==> config.mk <==
export PLATFORM = sky130hd
export DESIGN_NAME = sensor_level_scale_and_window_delta
export DESIGN_NICKNAME = d
export VERILOG_FILES = /design/src/rtl/slswd_pkg.sv /design/src/rtl/slswd_div.sv /design/src/rtl/slswd_window.sv /design/src/rtl/sensor_level_scale_and_window_delta.sv
export SDC_FILE = /design/constraint.sdc
export NUM_CORES = 1
export LEC_CHECK = 0
export BUFFER_PORTS_ARGS = -buffer_cell sky130_fd_sc_hd__buf_2
export CORE_MARGIN = 1.5
export CORE_UTILIZATION = 30
export CTS_CLUSTER_SIZE = 10
export DETAILED_ROUTE_END_ITERATION = 8
export SLEW_MARGIN = 20
export SYNTH_ARGS = -nofsm -noshare
export SYNTH_HDL_FRONTEND = slang
export SYNTH_SLANG_ARGS = --single-unit
==> constraint.sdc <==
create_clock -name i_clk -period 10.3 [get_ports i_clk]
set_clock_uncertainty 0.05 [all_clocks]
set_input_delay 2.575 -clock i_clk [delete_from_list [all_inputs] [get_ports i_clk]]
set_output_delay 2.575 -clock i_clk [all_outputs]
set_load 0.01 [all_outputs]
==> src/rtl/slswd_pkg.sv <==
// Shared types, widths and constants for the sensor level scaler.
package slswd_pkg;

    // Window depth default
    localparam int WINDOW_LEN_DEF = 5;

    // Field widths
    localparam int MV_W       = 13;
    localparam int LEVEL_W    = 8;
    localparam int DELTA_W    = 9;
    localparam int CFG_IDX_W  = 2;
    localparam int CFG_DATA_W = 13;

    // Register indexes
    localparam logic [CFG_IDX_W-1:0] REG_IN_MIN = 2'd0;
    localparam logic [CFG_IDX_W-1:0] REG_IN_MAX = 2'd1;

    // Register reset values
    localparam logic [MV_W-1:0] IN_MIN_RST = 13'd1500;
    localparam logic [MV_W-1:0] IN_MAX_RST = 13'd4096;

    // Level limits
    localparam logic [LEVEL_W-1:0] LEVEL_MAX = 8'd255;
    localparam logic [LEVEL_W-1:0] LEVEL_MID = 8'd128;

    // Shared divider sizing: dividend holds |mv - min| * 255, divisor a 13-bit span
    localparam int DVD_W  = 21;
    localparam int DVS_W  = 13;
    localparam int ITER_W = 5;

    // Divider request and response
    typedef struct packed {
        logic              start;
        logic [ITER_W-1:0] iters;
    } t_div_ctl;

    typedef struct packed {
        logic             done;
        logic [DVD_W-1:0] quotient;
    } t_div_sts;

    // Sequencer states
    typedef enum logic [2:0] {
        ST_IDLE,
        ST_PREP,
        ST_SCALE,
        ST_DSTART,
        ST_DELTA,
        ST_OUT
    } t_state;

endpackage

==> src/rtl/slswd_div.sv <==
// Shared restoring divider, one quotient bit per cycle.
module slswd_div (
    input  logic                          i_clk,
    input  logic                          i_rst_n,
    input  slswd_pkg::t_div_ctl           i_ctl,
    input  logic [slswd_pkg::DVD_W-1:0]   i_dividend,
    input  logic [slswd_pkg::DVS_W-1:0]   i_divisor,
    output slswd_pkg::t_div_sts           o_sts
);

    localparam int DVD_W  = slswd_pkg::DVD_W;
    localparam int DVS_W  = slswd_pkg::DVS_W;
    localparam int ITER_W = slswd_pkg::ITER_W;

    logic [ITER_W-1:0] r_cnt;
    logic              r_done;
    logic [DVS_W-1:0]  r_rem;
    logic [DVD_W-1:0]  r_quo;
    logic [DVS_W-1:0]  r_dvs;

    logic [DVS_W:0]    w_trial;
    logic [DVS_W:0]    w_sub;
    logic              w_ge;

    // Shift in the next dividend bit and try the subtract
    always_comb begin
        w_trial = {r_rem, r_quo[DVD_W-1]};
        w_sub   = w_trial - {1'b0, r_dvs};
        w_ge    = (w_trial >= {1'b0, r_dvs});
    end

    // Count iterations and flag the last one
    always_ff @(posedge i_clk) begin
        if (!i_rst_n) begin
            r_cnt  <= '0;
            r_done <= 1'b0;
        end else begin
            r_done <= 1'b0;
            if (i_ctl.start) begin
                r_cnt <= i_ctl.iters;
            end else if (r_cnt != '0) begin
                r_cnt <= r_cnt - 1'b1;
                if (r_cnt == ITER_W'(1)) begin
                    r_done <= 1'b1;
                end
            end
        end
    end

    // Load operands, then advance remainder and quotient
    always_ff @(posedge i_clk) begin
        if (i_ctl.start) begin
            r_rem <= '0;
            r_quo <= i_dividend;
            r_dvs <= i_divisor;
        end else if (r_cnt != '0) begin
            r_rem <= w_ge ? w_sub[DVS_W-1:0] : w_trial[DVS_W-1:0];
            r_quo <= {r_quo[DVD_W-2:0], w_ge};
        end
    end

    assign o_sts.done     = r_done;
    assign o_sts.quotient = r_quo;

endmodule

==> src/rtl/slswd_window.sv <==
// Ring of recent levels with a running sum.
module slswd_window #(
    parameter int WINDOW_LEN = slswd_pkg::WINDOW_LEN_DEF,
    parameter int SUM_W      = $clog2(255 * WINDOW_LEN + 1)
) (
    input  logic                            i_clk,
    input  logic                            i_rst_n,
    input  logic                            i_push,
    input  logic [slswd_pkg::LEVEL_W-1:0]   i_level,
    output logic [SUM_W-1:0]                o_sum
);

    localparam int LEVEL_W = slswd_pkg::LEVEL_W;
    localparam int SLOT_W  = (WINDOW_LEN > 1) ? $clog2(WINDOW_LEN) : 1;
    localparam logic [SLOT_W-1:0] SLOT_LAST = SLOT_W'(WINDOW_LEN - 1);
    localparam logic [SUM_W-1:0]  SUM_RST   = SUM_W'(128 * WINDOW_LEN);

    logic [LEVEL_W-1:0] r_store [WINDOW_LEN];
    logic [SLOT_W-1:0]  r_slot;
    logic [SUM_W-1:0]   r_sum;

    logic [LEVEL_W-1:0] w_old;

    // Read the entry about to be replaced
    assign w_old = r_store[r_slot];

    // Replace the oldest level and update the sum
    always_ff @(posedge i_clk) begin
        if (!i_rst_n) begin
            for (int k = 0; k < WINDOW_LEN; k++) begin
                r_store[k] <= slswd_pkg::LEVEL_MID;
            end
            r_slot <= '0;
            r_sum  <= SUM_RST;
        end else if (i_push) begin
            r_store[r_slot] <= i_level;
            r_sum  <= r_sum - SUM_W'(w_old) + SUM_W'(i_level);
            r_slot <= (r_slot == SLOT_LAST) ? '0 : r_slot + 1'b1;
        end
    end

    assign o_sum = r_sum;

endmodule

==> src/rtl/sensor_level_scale_and_window_delta.sv <==
// Each request runs through the shared serial divider: one pass for the scale, one for the delta.
// An empty or inverted range skips the scale pass.
// One request at a time: the next is taken in the cycle after a result is loaded;
// a zero reading is taken while idle and gives no result.
// Synchronous active-low reset: window entries 128, held level 0, registers at defaults.
module sensor_level_scale_and_window_delta #(
    parameter int WINDOW_LEN = slswd_pkg::WINDOW_LEN_DEF
) (
    input  logic                               i_clk,
    input  logic                               i_rst_n,
    input  logic                               i_cfg_we,
    input  logic [slswd_pkg::CFG_IDX_W-1:0]    i_cfg_idx,
    input  logic [slswd_pkg::CFG_DATA_W-1:0]   i_cfg_data,
    input  logic                               i_valid,
    output logic                               o_stall,
    input  logic [slswd_pkg::MV_W-1:0]         i_sample_mv,
    output logic                               o_valid,
    input  logic                               i_stall,
    output logic [slswd_pkg::LEVEL_W-1:0]      o_level,
    output logic signed [slswd_pkg::DELTA_W-1:0] o_delta
);

    localparam int MV_W    = slswd_pkg::MV_W;
    localparam int LEVEL_W = slswd_pkg::LEVEL_W;
    localparam int DELTA_W = slswd_pkg::DELTA_W;
    localparam int DVD_W   = slswd_pkg::DVD_W;
    localparam int DVS_W   = slswd_pkg::DVS_W;
    localparam int ITER_W  = slswd_pkg::ITER_W;
    localparam int SUM_W   = $clog2(255 * WINDOW_LEN + 1);

    slswd_pkg::t_state r_state, n_state;

    logic [MV_W-1:0]    r_in_min;
    logic [MV_W-1:0]    r_in_max;
    logic [LEVEL_W-1:0] r_held,  n_held;
    logic               r_out_valid, n_out_valid;

    logic [MV_W-1:0]    r_mv,    n_mv;
    logic               r_neg,   n_neg;
    logic               r_dneg,  n_dneg;
    logic [LEVEL_W-1:0] r_level, n_level;
    logic [LEVEL_W-1:0] r_out_level, n_out_level;
    logic [DELTA_W-1:0] r_out_delta, n_out_delta;

    slswd_pkg::t_div_ctl w_div_ctl;
    slswd_pkg::t_div_sts w_div_sts;
    logic [DVD_W-1:0]    w_dividend;
    logic [DVS_W-1:0]    w_divisor;

    logic               w_push;
    logic [SUM_W-1:0]   w_sum;

    logic [MV_W:0]      w_diff;
    logic [MV_W:0]      w_den;
    logic               w_den_ok;
    logic [MV_W:0]      w_mag;
    logic [DVD_W-1:0]   w_num;
    logic [SUM_W-1:0]   w_lw;
    logic [SUM_W:0]     w_dd;
    logic [SUM_W:0]     w_dmag;
    logic [DELTA_W-1:0] w_q9;

    // Hold the range registers
    always_ff @(posedge i_clk) begin
        if (!i_rst_n) begin
            r_in_min <= slswd_pkg::IN_MIN_RST;
            r_in_max <= slswd_pkg::IN_MAX_RST;
        end else if (i_cfg_we) begin
            case (i_cfg_idx)
                slswd_pkg::REG_IN_MIN: r_in_min <= i_cfg_data;
                slswd_pkg::REG_IN_MAX: r_in_max <= i_cfg_data;
                default: ;
            endcase
        end
    end

    // Scale operands: |mv - min| * 255 over max - min
    always_comb begin
        w_diff   = {1'b0, r_mv} - {1'b0, r_in_min};
        w_den    = {1'b0, r_in_max} - {1'b0, r_in_min};
        w_den_ok = !w_den[MV_W] && (w_den != '0);
        w_mag    = w_diff[MV_W] ? (~w_diff + 1'b1) : w_diff;
        w_num    = DVD_W'({w_mag[MV_W-1:0], 8'd0}) - DVD_W'(w_mag[MV_W-1:0]);
    end

    // Delta operands: |level * WINDOW_LEN - sum| over WINDOW_LEN
    always_comb begin
        w_lw   = SUM_W'(r_level * WINDOW_LEN);
        w_dd   = {1'b0, w_lw} - {1'b0, w_sum};
        w_dmag = w_dd[SUM_W] ? (~w_dd + 1'b1) : w_dd;
        w_q9   = w_div_sts.quotient[DELTA_W-1:0];
    end

    // Feed the shared divider for either pass
    always_comb begin
        w_div_ctl.start = ((r_state == slswd_pkg::ST_PREP) && w_den_ok)
                          || (r_state == slswd_pkg::ST_DSTART);
        if (r_state == slswd_pkg::ST_PREP) begin
            w_div_ctl.iters = ITER_W'(DVD_W);
            w_dividend      = w_num;
            w_divisor       = w_den[DVS_W-1:0];
        end else begin
            w_div_ctl.iters = ITER_W'(SUM_W);
            w_dividend      = DVD_W'(w_dmag[SUM_W-1:0]) << (DVD_W - SUM_W);
            w_divisor       = DVS_W'(WINDOW_LEN);
        end
    end

    slswd_div u_div (
        .i_clk      (i_clk),
        .i_rst_n    (i_rst_n),
        .i_ctl      (w_div_ctl),
        .i_dividend (w_dividend),
        .i_divisor  (w_divisor),
        .o_sts      (w_div_sts)
    );

    slswd_window #(
        .WINDOW_LEN (WINDOW_LEN),
        .SUM_W      (SUM_W)
    ) u_window (
        .i_clk   (i_clk),
        .i_rst_n (i_rst_n),
        .i_push  (w_push),
        .i_level (r_level),
        .o_sum   (w_sum)
    );

    // Sequence one request through both divider passes
    always_comb begin
        n_state     = r_state;
        n_held      = r_held;
        n_out_valid = r_out_valid;
        n_mv        = r_mv;
        n_neg       = r_neg;
        n_dneg      = r_dneg;
        n_level     = r_level;
        n_out_level = r_out_level;
        n_out_delta = r_out_delta;
        w_push      = 1'b0;

        // Drop the result once it is taken
        if (r_out_valid && !i_stall) begin
            n_out_valid = 1'b0;
        end

        case (r_state)
            slswd_pkg::ST_IDLE: begin
                if (i_valid && (i_sample_mv != '0)) begin
                    n_mv    = i_sample_mv;
                    n_state = slswd_pkg::ST_PREP;
                end
            end
            slswd_pkg::ST_PREP: begin
                n_neg = w_diff[MV_W];
                if (w_den_ok) begin
                    n_state = slswd_pkg::ST_SCALE;
                end else begin
                    n_level = r_held;
                    n_state = slswd_pkg::ST_DSTART;
                end
            end
            slswd_pkg::ST_SCALE: begin
                if (w_div_sts.done) begin
                    if (r_neg) begin
                        if (w_div_sts.quotient == '0) begin
                            n_level = '0;
                            n_held  = '0;
                        end else begin
                            n_level = r_held;
                        end
                    end else if (w_div_sts.quotient > DVD_W'(slswd_pkg::LEVEL_MAX)) begin
                        n_level = slswd_pkg::LEVEL_MAX;
                        n_held  = slswd_pkg::LEVEL_MAX;
                    end else begin
                        n_level = w_div_sts.quotient[LEVEL_W-1:0];
                        n_held  = w_div_sts.quotient[LEVEL_W-1:0];
                    end
                    n_state = slswd_pkg::ST_DSTART;
                end
            end
            slswd_pkg::ST_DSTART: begin
                n_dneg  = w_dd[SUM_W];
                n_state = slswd_pkg::ST_DELTA;
            end
            slswd_pkg::ST_DELTA: begin
                if (w_div_sts.done) begin
                    n_state = slswd_pkg::ST_OUT;
                end
            end
            slswd_pkg::ST_OUT: begin
                // Load level and delta together once the output is free;
                // the divider holds its quotient until the next start
                if (!r_out_valid) begin
                    n_out_level = r_level;
                    n_out_delta = r_dneg ? (~w_q9 + 1'b1) : w_q9;
                    n_out_valid = 1'b1;
                    w_push      = 1'b1;
                    n_state     = slswd_pkg::ST_IDLE;
                end
            end
            default: begin
                n_state = slswd_pkg::ST_IDLE;
            end
        endcase
    end

    // Advance control state
    always_ff @(posedge i_clk) begin
        if (!i_rst_n) begin
            r_state     <= slswd_pkg::ST_IDLE;
            r_held      <= '0;
            r_out_valid <= 1'b0;
        end else begin
            r_state     <= n_state;
            r_held      <= n_held;
            r_out_valid <= n_out_valid;
        end
    end

    // Advance payload
    always_ff @(posedge i_clk) begin
        r_mv        <= n_mv;
        r_neg       <= n_neg;
        r_dneg      <= n_dneg;
        r_level     <= n_level;
        r_out_level <= n_out_level;
        r_out_delta <= n_out_delta;
    end

    assign o_stall = (r_state != slswd_pkg::ST_IDLE);
    assign o_valid = r_out_valid;
    assign o_level = r_out_level;
    assign o_delta = r_out_delta;

endmodule

Word level (Yosys, flattened, before mapping). Memory sizes are Yosys's and may differ from the RTL's. A register that Yosys moved wholly into a read port is not among the register bits. Index checks and enable logic that the tools add are counted.

Add/subtract/negate cells: 12. Multipliers: 1. Order comparisons: 2. Equal/unequal tests: 13. Muxes and demuxes: 38. Bitwise operators: 6. Reductions and logical operators: 25.

Operator list (count): $mux W21 (3); $mux W8 (6); $sub A13 B13 Y14 (2); $mux W13 (2); $mux W3 (8); $gt A21 B8 Y1 const B (1); $logic_not A21 Y1 (1); $sub A21 B13 Y21 (1); $pmux W3 S6 (1); $pmux W8 S2 (1); $mux W5 (3); $ge A14 B13 Y1 (1); $reduce_bool A14 Y1 (1); $add A13 B1 Y13 const B (1); $not A13 Y13 (1); $reduce_bool A13 Y1 (1); $sub A13 B13 Y13 (1); $mux W1 (12); $sub A11 B11 Y12 (1); $add A11 B1 Y11 const B (1); $add A11 B8 Y11 (1); $mul A8 B3 Y11 const B (1); $mux W11 (1); $not A11 Y11 (1); other kinds (27) (44).

Flip-flop bits (word level): 145. Bits in writable memories: 40. Bits of input ports: 33. Output and inout bits: 19. Logic and storage cells: 116. Memories: 1.

Memory list: u_window.r_store (depth 5, width 8, read ports 1, clocked after Yosys merged registers in 1, write ports 5, RTL line slswd_window.sv:18) `logic [LEVEL_W-1:0] r_store [WINDOW_LEN];`.

Logic depth before layout (Yosys ltp).
Depth in word-level cells: 7. Gate-level depth with buffers: 23. Mapped depth without buffers: 22.

Cells and area by module. Synthesis repeated with hierarchy kept, for this count alone.

Cells, all modules: 1340. Area, all modules: 13564.3 µm².

Modules (own cells, without submodules): sensor_level_scale_and_window_delta (instances 1, cells each 782, area each 6662.6 µm², sequential area each 1961.9 µm²); slswd_window (instances 1, cells each 309, area each 4083.9 µm², sequential area each 2262.2 µm²); slswd_div (instances 1, cells each 249, area each 2817.7 µm², sequential area each 1401.3 µm²).

Worst setup path before layout. Ideal clock, no wire load.

Path kind: flip-flop to flip-flop. Start point: reg r_mv[0]. End point: reg u_div.r_quo[19] (data pin). Library setup time: 271 ps. Arrival: 4564 ps. Setup slack: 5415 ps. Cell stages (with the launch flop): 24. Period minus slack after synthesis: 4885 ps. Cells stage by stage: edfxtp_1 inv_1 ha_1 inv_1 fa_1 a211oi_2 nor3_1 or3b_1 buf_6 a221oi_2 nand3_1 nand2_1 xnor2_1 ha_1 a21o_1 a21oi_1 nor2_1 a211oi_1 o211a_1 a41o_1 and3_1 nand3_2 xnor2_1 o221ai_1.

Cells in the longest elaborated chain, start to end: 7.

Ends and longest elaborated chain: start: declaration (RTL line sensor_level_scale_and_window_delta.sv:38) `logic [MV_W-1:0] r_mv, n_mv;`; start signal: assignment (RTL line sensor_level_scale_and_window_delta.sv:223) `r_mv <= n_mv;`; $sub A13 B13 Y14 * (RTL line sensor_level_scale_and_window_delta.sv:79) `w_diff = {1'b0, r_mv} - {1'b0, r_in_min};`; $not A13 Y13 (RTL line sensor_level_scale_and_window_delta.sv:82) `w_mag = w_diff[MV_W] ? (~w_diff + 1'b1) : w_diff;`; $add A13 B1 Y13 (RTL line sensor_level_scale_and_window_delta.sv:82); $mux W13 * (RTL line sensor_level_scale_and_window_delta.sv:82); $sub A21 B13 Y21 * (RTL line sensor_level_scale_and_window_delta.sv:83) `w_num = DVD_W'({w_mag[MV_W-1:0], 8'd0}) - DVD_W'(w_mag[MV_W-1:0]);`; $mux W21 * (RTL line sensor_level_scale_and_window_delta.sv:98) `if (r_state == slswd_pkg::ST_PREP) begin`; $mux W21 * (RTL line slswd_div.sv:52) `if (i_ctl.start) begin`; end signal: assignment (RTL line slswd_div.sv:54) `r_quo <= i_dividend;`; end signal: assignment (RTL line slswd_div.sv:58) `r_quo <= {r_quo[DVD_W-2:0], w_ge};`; end: declaration (RTL line slswd_div.sv:18) `logic [DVD_W-1:0] r_quo;`.

Every way passes the cells marked *; elsewhere a longest branch is shown, timed or not. A chain may end at the register's enable or synchronous reset.

Worst setup path after layout. Same ends and word-level chain as after synthesis.

==> run summary <==
## STA
- 0.544 — Period Utilization, post-route
- 0 ns — Final TNS setup
- 0.314 — Max-slew headroom
- 0 — max-slew violation count
- 179 MHz — maximum operating frequency
- 5.60 ns — clock period minus worst slack
- 0 — Final setup viols
- no — setup repair after global routing missed its margin
- 0 — hold violation count in the final report
- 1.03 ns — Least-Margin Pin Slew

## CTS
- 0.54 ns — clock insertion delay at the later pin of the skew report
- 26 — TritonCTS Buffers
- 0 — post-cts hold buffer count
- 0 — postcts setup bufs
- 3 — number of buffers on the longest clock path
- clkbuf_16 — root cell of the clock tree
- 1 — CTS H-tree depth
- done — clock tree from TritonCTS
- 212 — clock sink count
- 0.06 ns — Worst-path clk slew
- 0 — count of instances resized after the clock tree is built

## Setup path
- a211oi_1 — slowest CP cell
- 0.57 ns — Slowest Stage Delay on Critical Path
- flop — critical path startpoint category
- 10.52 ns — Data required, critical path
- flop — endpoint type of the worst setup path
- reg2reg — kind of critical path
- compound AO/OA/AOI/OAI gates — Top delay family on crit path
- 7 — critical path peak fanout
- 5.82 ns — worst path arrival time
- inv_1 -> ha_1 -> inv_1 -> fa_1 -> a211oi_2 -> nor3_1 -> or3b_1 -> a221oi_2 -> nand3_1 -> nand2_1 -> xnor2_1 -> ha_1 -> a21o_1 -> a21oi_1 -> nor2_1 -> a211oi_1 -> o211a_1 -> a41o_1 -> and3_1 -> nand3_2 -> xnor2_1 -> o221ai_1 — Cell Chain, Critical Path
- 2 — Buf/Inv on CP

## Pwr
- 0.00199 W — internal power consumption
- 0.00103 W — total net switching power
- 0.340 — logic gate share of total power
- 0.341 — share of total power consumed by net switching
- 0.00302 W — overall power after layout
- 200 nW/um^2 — power density normalized to cell area
- 0.127 mV — worst-case vdd ir drop
- 0.282 — Clk network pwr share
- 5.87 nW — Leak Pwr
- 0.378 — Reg power frac

## Synthesis
- 0 — Synth async-reset ratio
- 13,500 um^2 — cell area after synthesis
- edfxtp_1 — predominant post-synthesis flop cell
- 0 — Yosys warning count
- 0.307 — area share of the largest cell type after synthesis
- 0.157 — post-synthesis compound-gate area fraction
- 138 — number of flops mapped to enable cells by yosys
- 1,479 — syn nets
- edfxtp_1 — post-synth top area cell
- simple AND/OR/NAND/NOR gates — largest family of logic cells by synthesized area
- 0.417 — sequential-to-total area share from yosys stat
- 0.0439 — mux cell area share after synthesis
- 1,340 — synthesized instance count
- 0.168 — post-synthesis share of cell area spent on and, or, nand and nor gates
- nand2_1, edfxtp_1, inv_1, ha_1, nor2_1 — commonest cells in the synthesized netlist
- 212 — count of state elements after synthesis
- edfxtp_1, dfxtp_1, ha_1, nand2_1, xnor2_1 — most area-consuming cells after synthesis
- nand2_1 — leading cell type by number of instances after synthesis
- 100 — Yosys cell types
- 0.0535 — post-synthesis xor/xnor area fraction
- 0.108 — Adder-Cell Fraction of Synth Area
- 10.1 um^2 — average size of a mapped cell

## Run status
- finished clean — result of the run

## Placement
- 0.891 — weighted congestion at the end of routability-driven global placement
- 51 — PortBufs
- 22.9 mm — detailed placement HPWL
- 14,300 um^2 — area after detailed placement

## Route
- 544 — drt initial violations
- 5 — detailed-router iteration count before antenna repair
- 31.2 mm — Post-Route WL
- 0 — drt drc
- 4.95 — vias per inst
- 15.7 um — post-detailed-route wirelength per cell
- 9,816 — via count
- 0 — number of routed nets with antenna violations

## Floorplan
- 215 um — die boundary width
- 52 — Ports
- 77 — total number of placement rows
- 46,200 um^2 — DIE AREA
- 215 um — height of the die
- 0.304 — starting utilization of the core area
- 44,300 um^2 — core box area

## Cells and area
- 12.1% — area grow syn2layout
- 0.341 — post-layout util
- 15,100 um^2 — final non-filler cell area
- 1,512 — nets
- 0.123 — share of layout cells above drive strength 1
- 0 — Antenna Diode Count

## Global routing
- 70 — maximum number of pins on one net before global-route repair
- 0 — antenna violations before repair
- 9,787 — number of global-route vias before repair
- 0.134 — Total GRT Usage
- 0 — total gr overflow
- 50.7 mm — wire length of the first global-routing pass

## Worst hold path
- reg2reg — worst hold path type

## Flow run
- 0 — number of maximum-capacitance constraint violations

-- per-layer routing --
layer,share of wire,vias up,global-route usage
li1,-,4923,-
met1,0.46,4666,0.174
met2,0.48,178,0.226
met3,0.042,49,0.0236
met4,0.027,0,0.0430
met5,0,-,0
-- flip-flops by register name, indices dropped and copies added, names as in the netlist, 3 cells and up, named ones only --
name              cells
u_window.o_sum       11
r_in_max             13
u_div.r_dvs          13
r_state               3
r_in_min             13
u_window.r_slot       3
o_level               8
u_div.r_rem          13
r_level               8
u_window.r_store     64
r_held                8
o_delta               9
u_div.r_cnt           5
u_div.r_quo          21
r_mv                 13
-- through the flow --
step	instances	hold WS, ns	setup slack [ns]
2_1_floorplan	1340	0.391	5.42
3_3_place_gp	1936	0.406	4.71
3_5_place_dp	1936	0.410	4.61
4_1_cts	1983	0.418	4.72
5_1_grt	1984	0.446	4.27
6_report	1984	0.414	4.70
-- cell families (layout without fill, tap and decap cells) --
| family | count (synthesis) | count (layout) |
|---|---|---|
| and+or+nand+nor | 445 | 445 |
| adders and majority gates | 106 | 106 |
| AOI/OAI and AO/OA | 288 | 288 |
| buffers and inverters | 173 | 225 |
| DFF | 212 | 212 |
| muxes | 38 | 38 |
| xor gates and xnor gates | 78 | 78 |
-- worst register-to-register path, delay by kind of cell, from the launching register on --
family	cells	cell delay, ns
compound gates	8	2.30
xor+xnor	2	0.37
fa+ha+maj	3	0.91
buf+inv	2	0.12
flops	1	0.37
simple gates	7	1.22
-- placed cells by master (no fill, tap or decap), types with 18 or more instances in the layout --
master and instances:
clkbuf_16 28, nor3_1 41, a211oi_1 18, o21ai_1 24, buf_2 51, nor2_1 76
nand2_1 142, xnor2_1 52, ha_1 88, nand3_1 18, a21boi_0 27, fa_1 18
a21oi_1 35, edfxtp_1 138, o21ai_0 43, inv_1 112, nor4_1 31, and2_1 27
dfxtp_1 74, nor2b_1 24, xor2_1 21
-- area by class of cell --
class	count	area [um^2]
clock inverter	2	11.3
tap	592	741
inverter	117	444
clock buffer	45	774
fill	4544	29200
timing repair buffer	61	334
sequential	212	5630
multi-input combinational	955	7180
-- power by group through the flow --
| stage | logic (W) | registers [W] | clock network [W] |
|---|---|---|---|
| finish | 0.00103 | 0.00114 | 0.000852 |
| global route | 0.00116 | 0.00116 | 0.000907 |
| CTS | 0.00103 | 0.00114 | 0.000873 |
| detailed placement | 0.00103 | 0.00116 | 0 |
| global placement | 0.00100 | 0.00116 | 0 |
| floorplan | 0.000848 | 0.00112 | 0 |
-- worst paths after layout --
| check | start | endpoint | slack [ns] | cells past startpoint |
|---|---|---|---|---|
| setup / recovery | r_mv[0]$_DFFE_PP_ | u_div.r_quo[19]$_DFFE_PP_ | 4.70 | 22 |
| hold / removal | u_window.o_sum[2]$_SDFFE_PN0P_ | u_window.o_sum[2]$_SDFFE_PN0P_ | 0.41 | 2 |
| setup reg to reg | r_mv[0]$_DFFE_PP_ | u_div.r_quo[19]$_DFFE_PP_ | 4.70 | 22 |
| hold reg to reg | u_window.o_sum[2]$_SDFFE_PN0P_ | u_window.o_sum[2]$_SDFFE_PN0P_ | 0.41 | 2 |
(Power assumes the default switching activity.)
